<file path="config.mk">
export PLATFORM = sky130hd
export DESIGN_NAME = luma_preserving_color_invert
export DESIGN_NICKNAME = d
export VERILOG_FILES = /design/src/hdl/lpci_pkg.sv /design/src/hdl/lpci_front.sv /design/src/hdl/lpci_mix.sv /design/src/hdl/lpci_div.sv /design/src/hdl/luma_preserving_color_invert.sv
export SDC_FILE = /design/constraint.sdc
export NUM_CORES = 2
export LEC_CHECK = 0
export BUFFER_PORTS_ARGS = -buffer_cell sky130_fd_sc_hd__buf_4
export CORE_MARGIN = 8
export CORE_UTILIZATION = 65
export DETAILED_ROUTE_END_ITERATION = 7
export HOLD_SLACK_MARGIN = 0.12
export PLACE_DENSITY = 0.81
export SYNTH_ARGS = -nofsm -noshare
export SYNTH_HDL_FRONTEND = slang
export SYNTH_SLANG_ARGS = --single-unit
</file>
<file path="constraint.sdc">
create_clock -name clk -period 74.8 [get_ports clk]
set_input_delay 11.22 -clock clk [delete_from_list [all_inputs] [get_ports clk]]
set_output_delay 11.22 -clock clk [all_outputs]
set_load 0.02 [all_outputs]
</file>
<file path="src/hdl/lpci_pkg.sv">
// shared constants and types for the luma-preserving color inversion pipeline
package lpci_pkg;

	// default channel width
	localparam int unsigned CHANNEL_BITS_DEF = 8;

	// number of color lanes (red, green, blue)
	localparam int unsigned NUM_LANES = 3;

	// per-pixel mode bits that travel with each beat
	typedef struct packed {
		logic bypass;
		logic grey;
	} mode_t;

endpackage

</file>
<file path="src/hdl/lpci_front.sv">
// front stages: channel sort and sum, region test, numerator and denominator select
module lpci_front import lpci_pkg::*; #(
	parameter int unsigned CHANNEL_BITS = CHANNEL_BITS_DEF
) (
	input  logic                                   clk,
	input  logic                                   arst_n,
	input  logic                                   adv,
	input  logic                                   vld_i,
	input  logic                                   en_i,
	input  logic [NUM_LANES-1:0][CHANNEL_BITS-1:0] ch_i,
	input  logic [CHANNEL_BITS-1:0]                alpha_i,
	output logic                                   vld_o,
	output logic [NUM_LANES-1:0][CHANNEL_BITS-1:0] ch_o,
	output logic [CHANNEL_BITS-1:0]                alpha_o,
	output mode_t                                  mode_o,
	output logic [CHANNEL_BITS+1:0]                num_o,
	output logic [CHANNEL_BITS+1:0]                den_o,
	output logic [CHANNEL_BITS+1:0]                inv_o,
	output logic signed [CHANNEL_BITS+2:0]         c3_o [NUM_LANES]
);

	localparam int unsigned W  = CHANNEL_BITS;
	localparam int unsigned SW = W + 2;
	localparam int unsigned CW = W + 3;
	localparam int unsigned PW = 2 * W + 4;
	localparam logic [W-1:0]  CMAX = '1;
	localparam logic [SW-1:0] M3   = SW'({CMAX, 1'b0}) + SW'(CMAX);

	// stage 1: largest, smallest and sum
	logic [W-1:0]  hi_d, lo_d;
	logic [SW-1:0] s_d;
	logic          vld_s1;
	logic [NUM_LANES-1:0][W-1:0] ch_s1;
	logic [W-1:0]  alpha_s1, hi_s1, lo_s1;
	logic [SW-1:0] s_s1;
	mode_t         mode_s1;

	always_comb begin
		hi_d = ch_i[0];
		lo_d = ch_i[0];
		for (int i = 1; i < NUM_LANES; i++) begin
			if (ch_i[i] > hi_d) begin
				hi_d = ch_i[i];
			end
			if (ch_i[i] < lo_d) begin
				lo_d = ch_i[i];
			end
		end
		s_d = SW'(ch_i[0]) + SW'(ch_i[1]) + SW'(ch_i[2]);
	end

	// stage 2: region products
	logic [SW-1:0]          l3_d, h3_d;
	logic signed [W:0]      dlh_d;
	logic signed [CW-1:0]   ld_d, hd_d;
	logic signed [PW-1:0]   pa_d, ma_d, mb_d;
	logic                   vld_s2;
	logic [NUM_LANES-1:0][W-1:0] ch_s2;
	logic [W-1:0]           alpha_s2;
	logic [SW-1:0]          s_s2, l3_s2, h3_s2;
	logic signed [PW-1:0]   pa_s2, ma_s2, mb_s2;
	mode_t                  mode_s2;

	always_comb begin
		l3_d  = SW'(lo_s1) + SW'({lo_s1, 1'b0});
		h3_d  = SW'(hi_s1) + SW'({hi_s1, 1'b0});
		dlh_d = $signed({1'b0, lo_s1}) - $signed({1'b0, hi_s1});
		ld_d  = $signed({1'b0, l3_d}) - $signed({1'b0, s_s1});
		hd_d  = $signed({1'b0, h3_d}) - $signed({1'b0, s_s1});
		pa_d  = $signed({1'b0, s_s1}) * dlh_d;
		ma_d  = ld_d * $signed({1'b0, CMAX});
		mb_d  = hd_d * $signed({1'b0, CMAX});
	end

	// stage 3: select numerator and denominator, per-lane linear terms
	logic                 ca_d, cb_d;
	logic [SW-1:0]        num_d, den_d;
	logic [SW-1:0]        c3u_d [NUM_LANES];
	logic signed [CW-1:0] c3_d  [NUM_LANES];

	always_comb begin
		ca_d = pa_s2 < ma_s2;
		cb_d = (-pa_s2) < mb_s2;
		if (ca_d && cb_d) begin
			num_d = s_s2;
			den_d = M3 - s_s2;
		end else if (ca_d) begin
			num_d = h3_s2 - s_s2;
			den_d = s_s2 - l3_s2;
		end else if (cb_d) begin
			num_d = s_s2 - l3_s2;
			den_d = h3_s2 - s_s2;
		end else begin
			num_d = M3 - s_s2;
			den_d = s_s2;
		end
		for (int i = 0; i < NUM_LANES; i++) begin
			c3u_d[i] = SW'(ch_s2[i]) + SW'({ch_s2[i], 1'b0});
			c3_d[i]  = $signed({1'b0, c3u_d[i]}) - $signed({1'b0, s_s2});
		end
	end

	// valid bits
	always_ff @(posedge clk or negedge arst_n) begin
		if (!arst_n) begin
			vld_s1 <= 1'b0;
			vld_s2 <= 1'b0;
			vld_o  <= 1'b0;
		end else if (adv) begin
			vld_s1 <= vld_i;
			vld_s2 <= vld_s1;
			vld_o  <= vld_s2;
		end
	end

	// payload registers
	always_ff @(posedge clk) begin
		if (adv) begin
			ch_s1          <= ch_i;
			alpha_s1       <= alpha_i;
			hi_s1          <= hi_d;
			lo_s1          <= lo_d;
			s_s1           <= s_d;
			mode_s1.bypass <= !en_i;
			mode_s1.grey   <= hi_d == lo_d;

			ch_s2    <= ch_s1;
			alpha_s2 <= alpha_s1;
			s_s2     <= s_s1;
			l3_s2    <= l3_d;
			h3_s2    <= h3_d;
			pa_s2    <= pa_d;
			ma_s2    <= ma_d;
			mb_s2    <= mb_d;
			mode_s2  <= mode_s1;

			ch_o    <= ch_s2;
			alpha_o <= alpha_s2;
			mode_o  <= mode_s2;
			num_o   <= num_d;
			den_o   <= den_d;
			inv_o   <= M3 - s_s2;
			for (int i = 0; i < NUM_LANES; i++) begin
				c3_o[i] <= c3_d[i];
			end
		end
	end

endmodule

</file>
<file path="src/hdl/lpci_mix.sv">
// mix stages: weighted numerator per lane, then divider operands
module lpci_mix import lpci_pkg::*; #(
	parameter int unsigned CHANNEL_BITS = CHANNEL_BITS_DEF
) (
	input  logic                                   clk,
	input  logic                                   arst_n,
	input  logic                                   adv,
	input  logic                                   vld_i,
	input  logic [NUM_LANES-1:0][CHANNEL_BITS-1:0] ch_i,
	input  logic [CHANNEL_BITS-1:0]                alpha_i,
	input  mode_t                                  mode_i,
	input  logic [CHANNEL_BITS+1:0]                num_i,
	input  logic [CHANNEL_BITS+1:0]                den_i,
	input  logic [CHANNEL_BITS+1:0]                inv_i,
	input  logic signed [CHANNEL_BITS+2:0]         c3_i [NUM_LANES],
	output logic                                   vld_o,
	output logic [NUM_LANES-1:0][CHANNEL_BITS-1:0] ch_o,
	output logic [CHANNEL_BITS-1:0]                alpha_o,
	output mode_t                                  mode_o,
	output logic [2*CHANNEL_BITS+6:0]              x_o [NUM_LANES],
	output logic [CHANNEL_BITS+4:0]                y_o,
	output logic [NUM_LANES-1:0]                   neg_o
);

	localparam int unsigned W   = CHANNEL_BITS;
	localparam int unsigned SW  = W + 2;
	localparam int unsigned CW  = W + 3;
	localparam int unsigned P2W = CW + SW + 1;
	localparam int unsigned NW  = 2 * W + 7;
	localparam int unsigned XW  = 2 * W + 7;
	localparam int unsigned YW  = W + 5;

	// stage 4: products
	logic [2*SW-1:0]       p1_d;
	logic signed [P2W-1:0] p2_d [NUM_LANES];
	logic                  vld_s4;
	logic [NUM_LANES-1:0][W-1:0] ch_s4;
	logic [W-1:0]          alpha_s4;
	mode_t                 mode_s4;
	logic [SW-1:0]         den_s4;
	logic [2*SW-1:0]       p1_s4;
	logic signed [P2W-1:0] p2_s4 [NUM_LANES];

	always_comb begin
		p1_d = inv_i * den_i;
		for (int i = 0; i < NUM_LANES; i++) begin
			p2_d[i] = c3_i[i] * $signed({1'b0, num_i});
		end
	end

	// stage 5: sum, rounding offset and divisor
	logic signed [NW-1:0] n_d [NUM_LANES];
	logic [XW-1:0]        x_d [NUM_LANES];
	logic [W+3:0]         den3_d;
	logic [YW-1:0]        y_d;

	always_comb begin
		den3_d = (W+4)'(den_s4) + (W+4)'({den_s4, 1'b0});
		y_d    = YW'({den_s4, 2'b0}) + YW'({den_s4, 1'b0});
		for (int i = 0; i < NUM_LANES; i++) begin
			n_d[i] = $signed({1'b0, p1_s4}) + p2_s4[i];
			x_d[i] = {n_d[i][XW-2:0], 1'b0} + XW'(den3_d);
		end
	end

	// valid bits
	always_ff @(posedge clk or negedge arst_n) begin
		if (!arst_n) begin
			vld_s4 <= 1'b0;
			vld_o  <= 1'b0;
		end else if (adv) begin
			vld_s4 <= vld_i;
			vld_o  <= vld_s4;
		end
	end

	// payload registers
	always_ff @(posedge clk) begin
		if (adv) begin
			ch_s4    <= ch_i;
			alpha_s4 <= alpha_i;
			mode_s4  <= mode_i;
			den_s4   <= den_i;
			p1_s4    <= p1_d;
			ch_o     <= ch_s4;
			alpha_o  <= alpha_s4;
			mode_o   <= mode_s4;
			y_o      <= y_d;
			for (int i = 0; i < NUM_LANES; i++) begin
				p2_s4[i] <= p2_d[i];
				x_o[i]   <= x_d[i];
				neg_o[i] <= n_d[i][NW-1];
			end
		end
	end

endmodule

</file>
<file path="src/hdl/lpci_div.sv">
// pipelined restoring divider, one quotient bit per stage, three lanes sharing a divisor
module lpci_div import lpci_pkg::*; #(
	parameter int unsigned CHANNEL_BITS = CHANNEL_BITS_DEF
) (
	input  logic                                   clk,
	input  logic                                   arst_n,
	input  logic                                   adv,
	input  logic                                   vld_i,
	input  logic [NUM_LANES-1:0][CHANNEL_BITS-1:0] ch_i,
	input  logic [CHANNEL_BITS-1:0]                alpha_i,
	input  mode_t                                  mode_i,
	input  logic [2*CHANNEL_BITS+6:0]              x_i [NUM_LANES],
	input  logic [CHANNEL_BITS+4:0]                y_i,
	input  logic [NUM_LANES-1:0]                   neg_i,
	output logic                                   vld_o,
	output logic [NUM_LANES-1:0][CHANNEL_BITS-1:0] ch_o,
	output logic [CHANNEL_BITS-1:0]                alpha_o,
	output mode_t                                  mode_o,
	output logic [NUM_LANES-1:0][CHANNEL_BITS-1:0] q_o,
	output logic [NUM_LANES-1:0]                   neg_o,
	output logic [NUM_LANES-1:0]                   ovf_o
);

	localparam int unsigned W  = CHANNEL_BITS;
	localparam int unsigned XW = 2 * W + 7;
	localparam int unsigned YW = W + 5;

	// stage 0 checks for a quotient beyond the channel range, stages 1..W make one bit each
	logic                        vld_s   [W+1];
	logic [XW-1:0]               rem_s   [W+1][NUM_LANES];
	logic [YW-1:0]               y_s     [W+1];
	logic [NUM_LANES-1:0][W-1:0] q_s     [W+1];
	logic [NUM_LANES-1:0]        neg_s   [W+1];
	logic [NUM_LANES-1:0]        ovf_s   [W+1];
	logic [NUM_LANES-1:0][W-1:0] ch_s    [W+1];
	logic [W-1:0]                alpha_s [W+1];
	mode_t                       mode_s  [W+1];

	// range check stage
	logic [NUM_LANES-1:0] ovf_d;
	always_comb begin
		for (int i = 0; i < NUM_LANES; i++) begin
			ovf_d[i] = x_i[i] >= (XW'(y_i) << W);
		end
	end

	always_ff @(posedge clk or negedge arst_n) begin
		if (!arst_n) begin
			vld_s[0] <= 1'b0;
		end else if (adv) begin
			vld_s[0] <= vld_i;
		end
	end

	always_ff @(posedge clk) begin
		if (adv) begin
			for (int i = 0; i < NUM_LANES; i++) begin
				rem_s[0][i] <= x_i[i];
			end
			y_s[0]     <= y_i;
			q_s[0]     <= '0;
			neg_s[0]   <= neg_i;
			ovf_s[0]   <= ovf_d;
			ch_s[0]    <= ch_i;
			alpha_s[0] <= alpha_i;
			mode_s[0]  <= mode_i;
		end
	end

	// quotient bit stages, most significant bit first
	for (genvar j = 1; j <= W; j++) begin : g_stage
		localparam int unsigned K = W - j;
		logic [XW-1:0]        dsh;
		logic [NUM_LANES-1:0] take;

		always_comb begin
			dsh = XW'(y_s[j-1]) << K;
			for (int i = 0; i < NUM_LANES; i++) begin
				take[i] = rem_s[j-1][i] >= dsh;
			end
		end

		always_ff @(posedge clk or negedge arst_n) begin
			if (!arst_n) begin
				vld_s[j] <= 1'b0;
			end else if (adv) begin
				vld_s[j] <= vld_s[j-1];
			end
		end

		always_ff @(posedge clk) begin
			if (adv) begin
				for (int i = 0; i < NUM_LANES; i++) begin
					rem_s[j][i] <= take[i] ? rem_s[j-1][i] - dsh : rem_s[j-1][i];
					q_s[j][i]   <= q_s[j-1][i] | (W'(take[i]) << K);
				end
				y_s[j]     <= y_s[j-1];
				neg_s[j]   <= neg_s[j-1];
				ovf_s[j]   <= ovf_s[j-1];
				ch_s[j]    <= ch_s[j-1];
				alpha_s[j] <= alpha_s[j-1];
				mode_s[j]  <= mode_s[j-1];
			end
		end
	end

	assign vld_o   = vld_s[W];
	assign ch_o    = ch_s[W];
	assign alpha_o = alpha_s[W];
	assign mode_o  = mode_s[W];
	assign q_o     = q_s[W];
	assign neg_o   = neg_s[W];
	assign ovf_o   = ovf_s[W];

`ifndef ASSERT_OFF
	// without range overflow the final remainder is below the divisor
	for (genvar i = 0; i < NUM_LANES; i++) begin : g_chk
		a_rem_below_div: assert property (@(posedge clk) disable iff (!arst_n)
			vld_s[W] && !ovf_s[W][i] |-> rem_s[W][i] < XW'(y_s[W]))
			else $error("divider remainder not below divisor");
	end

	// a zero divisor always takes the overflow path
	a_zero_div_ovf: assert property (@(posedge clk) disable iff (!arst_n)
		vld_s[0] && y_s[0] == '0 |-> ovf_s[0] == '1)
		else $error("zero divisor without overflow flag");

	// a stall holds the valid bit of the last stage
	a_stall_hold: assert property (@(posedge clk) disable iff (!arst_n)
		!adv |=> $stable(vld_s[W]))
		else $error("valid changed during stall");
`endif

endmodule

</file>
<file path="src/hdl/luma_preserving_color_invert.sv">
// top level of the luma-preserving color inversion pipeline
//
// channel   signals                                  direction
// cfg       cfg_valid, cfg_ready, cfg_data           write, one beat per register write
// in        in_valid, in_ready, red/green/blue/alpha  pixel beat in
// out       out_valid, out_ready, red/green/blue/alpha pixel beat out
//
// one pixel per cycle while the output is not stalled; the pipeline has five arithmetic
// stages, a range check, one divider stage per quotient bit and an output register.
// the per-lane divider sets the depth: it resolves one quotient bit per stage.
// reset clears all valid bits and the enable register.
// a stall at the output freezes the whole pipeline; in_ready follows it.
module luma_preserving_color_invert import lpci_pkg::*; #(
	parameter int unsigned CHANNEL_BITS = CHANNEL_BITS_DEF
) (
	input  logic                    clk,
	input  logic                    arst_n,
	input  logic                    cfg_valid,
	output logic                    cfg_ready,
	input  logic                    cfg_data,
	input  logic                    in_valid,
	output logic                    in_ready,
	input  logic [CHANNEL_BITS-1:0] red_in,
	input  logic [CHANNEL_BITS-1:0] green_in,
	input  logic [CHANNEL_BITS-1:0] blue_in,
	input  logic [CHANNEL_BITS-1:0] alpha_in,
	output logic                    out_valid,
	input  logic                    out_ready,
	output logic [CHANNEL_BITS-1:0] red_out,
	output logic [CHANNEL_BITS-1:0] green_out,
	output logic [CHANNEL_BITS-1:0] blue_out,
	output logic [CHANNEL_BITS-1:0] alpha_out
);

	localparam int unsigned W = CHANNEL_BITS;
	localparam logic [W-1:0] CMAX = '1;

	logic adv;
	logic invert_enable_q;

	// pipeline moves whenever the output register is free or being drained
	assign adv       = !out_valid || out_ready;
	assign in_ready  = adv;
	assign cfg_ready = 1'b1;

	// config register
	always_ff @(posedge clk or negedge arst_n) begin
		if (!arst_n) begin
			invert_enable_q <= 1'b0;
		end else if (cfg_valid) begin
			invert_enable_q <= cfg_data;
		end
	end

	logic [NUM_LANES-1:0][W-1:0] ch_in;
	assign ch_in = {blue_in, green_in, red_in};

	// front
	logic                        f_vld;
	logic [NUM_LANES-1:0][W-1:0] f_ch;
	logic [W-1:0]                f_alpha;
	mode_t                       f_mode;
	logic [W+1:0]                f_num, f_den, f_inv;
	logic signed [W+2:0]         f_c3 [NUM_LANES];

	lpci_front #(.CHANNEL_BITS(CHANNEL_BITS)) u_front (
		.clk(clk), .arst_n(arst_n), .adv(adv),
		.vld_i(in_valid), .en_i(invert_enable_q), .ch_i(ch_in), .alpha_i(alpha_in),
		.vld_o(f_vld), .ch_o(f_ch), .alpha_o(f_alpha), .mode_o(f_mode),
		.num_o(f_num), .den_o(f_den), .inv_o(f_inv), .c3_o(f_c3)
	);

	// mix
	logic                        m_vld;
	logic [NUM_LANES-1:0][W-1:0] m_ch;
	logic [W-1:0]                m_alpha;
	mode_t                       m_mode;
	logic [2*W+6:0]              m_x [NUM_LANES];
	logic [W+4:0]                m_y;
	logic [NUM_LANES-1:0]        m_neg;

	lpci_mix #(.CHANNEL_BITS(CHANNEL_BITS)) u_mix (
		.clk(clk), .arst_n(arst_n), .adv(adv),
		.vld_i(f_vld), .ch_i(f_ch), .alpha_i(f_alpha), .mode_i(f_mode),
		.num_i(f_num), .den_i(f_den), .inv_i(f_inv), .c3_i(f_c3),
		.vld_o(m_vld), .ch_o(m_ch), .alpha_o(m_alpha), .mode_o(m_mode),
		.x_o(m_x), .y_o(m_y), .neg_o(m_neg)
	);

	// divide
	logic                        d_vld;
	logic [NUM_LANES-1:0][W-1:0] d_ch;
	logic [W-1:0]                d_alpha;
	mode_t                       d_mode;
	logic [NUM_LANES-1:0][W-1:0] d_q;
	logic [NUM_LANES-1:0]        d_neg, d_ovf;

	lpci_div #(.CHANNEL_BITS(CHANNEL_BITS)) u_div (
		.clk(clk), .arst_n(arst_n), .adv(adv),
		.vld_i(m_vld), .ch_i(m_ch), .alpha_i(m_alpha), .mode_i(m_mode),
		.x_i(m_x), .y_i(m_y), .neg_i(m_neg),
		.vld_o(d_vld), .ch_o(d_ch), .alpha_o(d_alpha), .mode_o(d_mode),
		.q_o(d_q), .neg_o(d_neg), .ovf_o(d_ovf)
	);

	// final select: passthrough, grey inversion, clamp or quotient
	logic [NUM_LANES-1:0][W-1:0] res_d;
	always_comb begin
		for (int i = 0; i < NUM_LANES; i++) begin
			if (d_mode.bypass) begin
				res_d[i] = d_ch[i];
			end else if (d_mode.grey) begin
				res_d[i] = CMAX - d_ch[i];
			end else if (d_neg[i]) begin
				res_d[i] = '0;
			end else if (d_ovf[i]) begin
				res_d[i] = CMAX;
			end else begin
				res_d[i] = d_q[i];
			end
		end
	end

	// output register
	always_ff @(posedge clk or negedge arst_n) begin
		if (!arst_n) begin
			out_valid <= 1'b0;
		end else if (adv) begin
			out_valid <= d_vld;
		end
	end

	always_ff @(posedge clk) begin
		if (adv) begin
			red_out   <= res_d[0];
			green_out <= res_d[1];
			blue_out  <= res_d[2];
			alpha_out <= d_alpha;
		end
	end

`ifndef ASSERT_OFF
	// input is held back only by a beat waiting at the output
	a_ready_stall: assert property (@(posedge clk) disable iff (!arst_n)
		!in_ready |-> out_valid && !out_ready)
		else $error("input stalled without output backpressure");

	// a beat leaving the divider while the output drains reaches the output
	a_out_load: assert property (@(posedge clk) disable iff (!arst_n)
		d_vld && adv |=> out_valid)
		else $error("divider beat lost at output register");

	// a stalled output keeps its beat
	a_out_keep: assert property (@(posedge clk) disable iff (!arst_n)
		out_valid && !out_ready |=> out_valid && $stable(red_out))
		else $error("stalled output beat changed");
`endif

endmodule
</file>
==> results.txt <==
Outcome - finished, final reports clean
Synthesized area per cell - 11.73 um^2
Pre-CTS WS - 51,480 ps
H-tree levels - 4
Most common cell on crit path - buf_4
Worst path cell trace - buf_4 -> nand2b_4 -> buf_4
Largest net degree at the start of global routing - 198
Fill cell count - 10.97k
Max Transition Viols Final - 0
Avg Vias per Cell - 5.890
CP Max Fanout - 45
Synthesized netlist net count - 10.55k
Layout Area Growth over Synthesis - 8.236%
Worst EP arrival - 12,080 ps
Buffer depth of the longest clock path - 3
Count of clock tree sinks - 1,666
Placeable core region - 0.1608 mm^2
Height of the die - 418.7 um
Inserted Clock Buffers - 170
Post-CTS Setup Bufs - 0
Cell types with the largest area share after synthesis - edfxtp_1 (47%), fa_1 (11%), ha_1 (11%)
Standard cell with the maximum stage delay on the critical path - nand2b_4
Number of rows in the core area - 147
Worst Path Class, Setup - in2out
Via count - 67.28k
Clock root buffer master - clkbuf_16
Total non-filler cell area in the finished layout - 0.1141 mm^2
Worst skew pair latency - 810 ps
Required @ worst endpoint - 63,580 ps
IO buf count - 71
Cells after synthesis - 8,986
Top-level I/O count - 73
Die width - 418.7 um
Setup repair after global routing missed its margin - no
Endpoints failing hold - 0
Transition at the pin with the smallest max-transition slack - 1181 ps
Post-route clock skew - 39.75 ps
Type of element capturing the critical path - output pin
Starting utilization of the core area - 0.6557
Total of warnings raised by yosys - 0
Final estimated routing congestion in global placement - 0.9264
Number of remaining DRC errors - 0
Number of DRC markers after the initial detailed-route iteration - 5,352
Vias in the first global route - 68.33k
Worst-case headroom to the max-slew limit - 0.2098
Wire length per cell - 20.91 um
Final critical-path required period - 23,300 ps
Most used flip-flop cell after synthesis - edfxtp_1
Class of the most critical hold timing path - reg2reg
Remaining Overflow, GRT - 0
Die area - 0.1753 mm^2
Area fraction of the dominant cell type after synthesis - 0.4701
Fin Setup TNS - 0 ps
Share of flip-flops with an asynchronous set or reset - 0.009604
Number of cells upsized or downsized after cts - 0
Number of antenna violations at the first check in global routing - 5
Most numerous cell in the Yosys netlist - edfxtp_1
DR pass1 iterations - 7
Worst-case setup margin in the final layout - 51,500 ps
Hold_buf cts - 0
Placed standard-cell area - 0.1085 mm^2
Most frequent cells after synthesis - edfxtp_1 (1,650), inv_1 (1,273), ha_1 (940), fa_1 (589), nand2_1 (556)
Global-route wire length before repair - 371.0 mm
Final-stage net count - 10.68k
Fraction of final layout cells sized beyond drive strength 1 - 0.05259
Total of endpoints with negative setup slack in the final report - 0
Peak clock frequency supported by timing - 42.92 MHz
Total global-route track usage - 0.2697
Post-detailed-route count of antenna-violating nets - 0
TritonCTS clock tree - done
Detailed Route WL - 238.9 mm
Cell type with the highest aggregate area in the netlist - edfxtp_1
Maximum Capacitance Violations - 0
Summed instance area of the synthesized netlist - 0.1054 mm^2
Critical path launch point type - input pin
Clk slew on worst S/H paths - 70 ps
Part of the cycle the worst path needs - 0.3115
Largest stage delay on the critical path - 510 ps
Setup slack on the worst flop-to-flop path - 66,230 ps
Count of different cell masters after synthesis - 85
Count of flip-flops with a built-in enable after synthesis - 1,650
Number of storage elements in the synthesis netlist - 1,666
Detailed Place HPWL - 183.1 mm
Proportion of synthesized chip area in sequential cells - 0.4739
-- cell usage in the layout (no fill, tap or decap), types with 16 or more instances in the layout --
cell type / n
o211ai_1: 21
nor4b_1: 19
o31ai_1: 48
nand4b_1: 17
edfxtp_1: 1650
o21ai_0: 344
a21o_1: 167
nor4_1: 72
dfrtp_1: 16
clkinv_2: 22
and2_1: 300
xor2_1: 212
nor3_1: 159
a21boi_0: 77
mux2_2: 55
and3_1: 40
o21bai_1: 55
clkbuf_1: 37
inv_1: 1273
clkinv_1: 37
a21oi_1: 482
nand2b_1: 115
nand4_1: 64
fa_1: 589
a211oi_1: 50
buf_4: 116
nor2b_1: 117
clkbuf_16: 173
or2_2: 27
xnor2_1: 403
ha_1: 940
a31oi_1: 24
or4_1: 29
nor2_1: 482
nand2_1: 556
nand3_1: 101
o21a_1: 41
or3_1: 51
mux2i_1: 51
-- critical path: cells and delay by family --
kind	cells	cell delay, ps
AND/OR/NAND/NOR	1	510
buffers and inverters	2	340
-- routing by layer --
| metal | track usage | wire length [um] | share of wire | up-vias |
|---|---|---|---|---|
| li1 | - | - | - | 31470 |
| met3 | 0.03664 | 12580 | 0.053 | 660 |
| met5 | 0 | 25 | 0.00010 | - |
| met2 | 0.4717 | 118600 | 0.50 | 2229 |
| met4 | 0.1477 | 15350 | 0.064 | 4 |
| met1 | 0.3239 | 92320 | 0.39 | 32910 |
-- path summary, 6_finish.rpt --
check | startpoint | endpoint | depth (start not counted)
worst max-delay path | out_ready | in_ready | 3
worst min-delay path | u_div.q_s[2][6]$_DFFE_PP_ | u_div.q_s[3][6]$_DFFE_PP_ | 0
worst max register to register | u_front.lo_s1[1]$_DFFE_PP_ | u_front.ma_s2[18]$_DFFE_PP_ | 30
worst min register to register | u_div.q_s[2][6]$_DFFE_PP_ | u_div.q_s[3][6]$_DFFE_PP_ | 0
max in group asynchronous | arst_n | u_div.vld_s[7]$_DFFE_PN0P_ | 1
min in group asynchronous | arst_n | u_front.vld_s1$_DFFE_PN0P_ | 1
-- area by class of cell --
type / instances / area (um^2) / area share
clock inverters: 107 / 1107 / 0.009706
repair buffers: 120 / 950.9 / 0.008335
clock buffers: 212 / 4496 / 0.03941
well taps: 2160 / 2703 / 0.02369
diodes: 2 / 5.005 / 0.00004387
flip-flops and latches: 1666 / 49950 / 0.4378
multi-input cells: 5883 / 50100 / 0.4391
inverters: 1273 / 4778 / 0.04188
-- through the flow --
step / utilization / hold WS, ps / instances
floorplan: - / 400.3 / 8986
global placement: 0.6748 / 400.5 / 11100
detailed placement: 0.6748 / 404.5 / 11100
CTS: 0.7097 / 401.5 / 11420
global route: 0.7097 / 411.3 / 11420
finish: 0.7097 / 408.6 / 11420
-- registers in the layout (all words and copies together), names as in the netlist, 27 cells and up --
name / flops
u_div.q_s: 108
u_div.neg_s: 27
u_mix.x_o: 67
u_div.alpha_s: 72
u_div.y_s: 88
u_div.ovf_s: 27
u_front.c3_o: 33
u_div.rem_s: 536
u_div.ch_s: 216
u_mix.p2_s4: 66
-- logic make-up after synthesis --
| family | synth area share |
|---|---|
| compound gates | 0.08461 |
| xor+xnor | 0.05110 |
| fa+ha+maj | 0.2234 |
| buf+inv | 0.05132 |
| flops | 0.4739 |
| mux | 0.01100 |
| other cells | 0.00003558 |
| simple gates | 0.1046 |
Power is not shown: default switching activity piles up to over one toggle a cycle in this logic, so the estimate is an artifact.
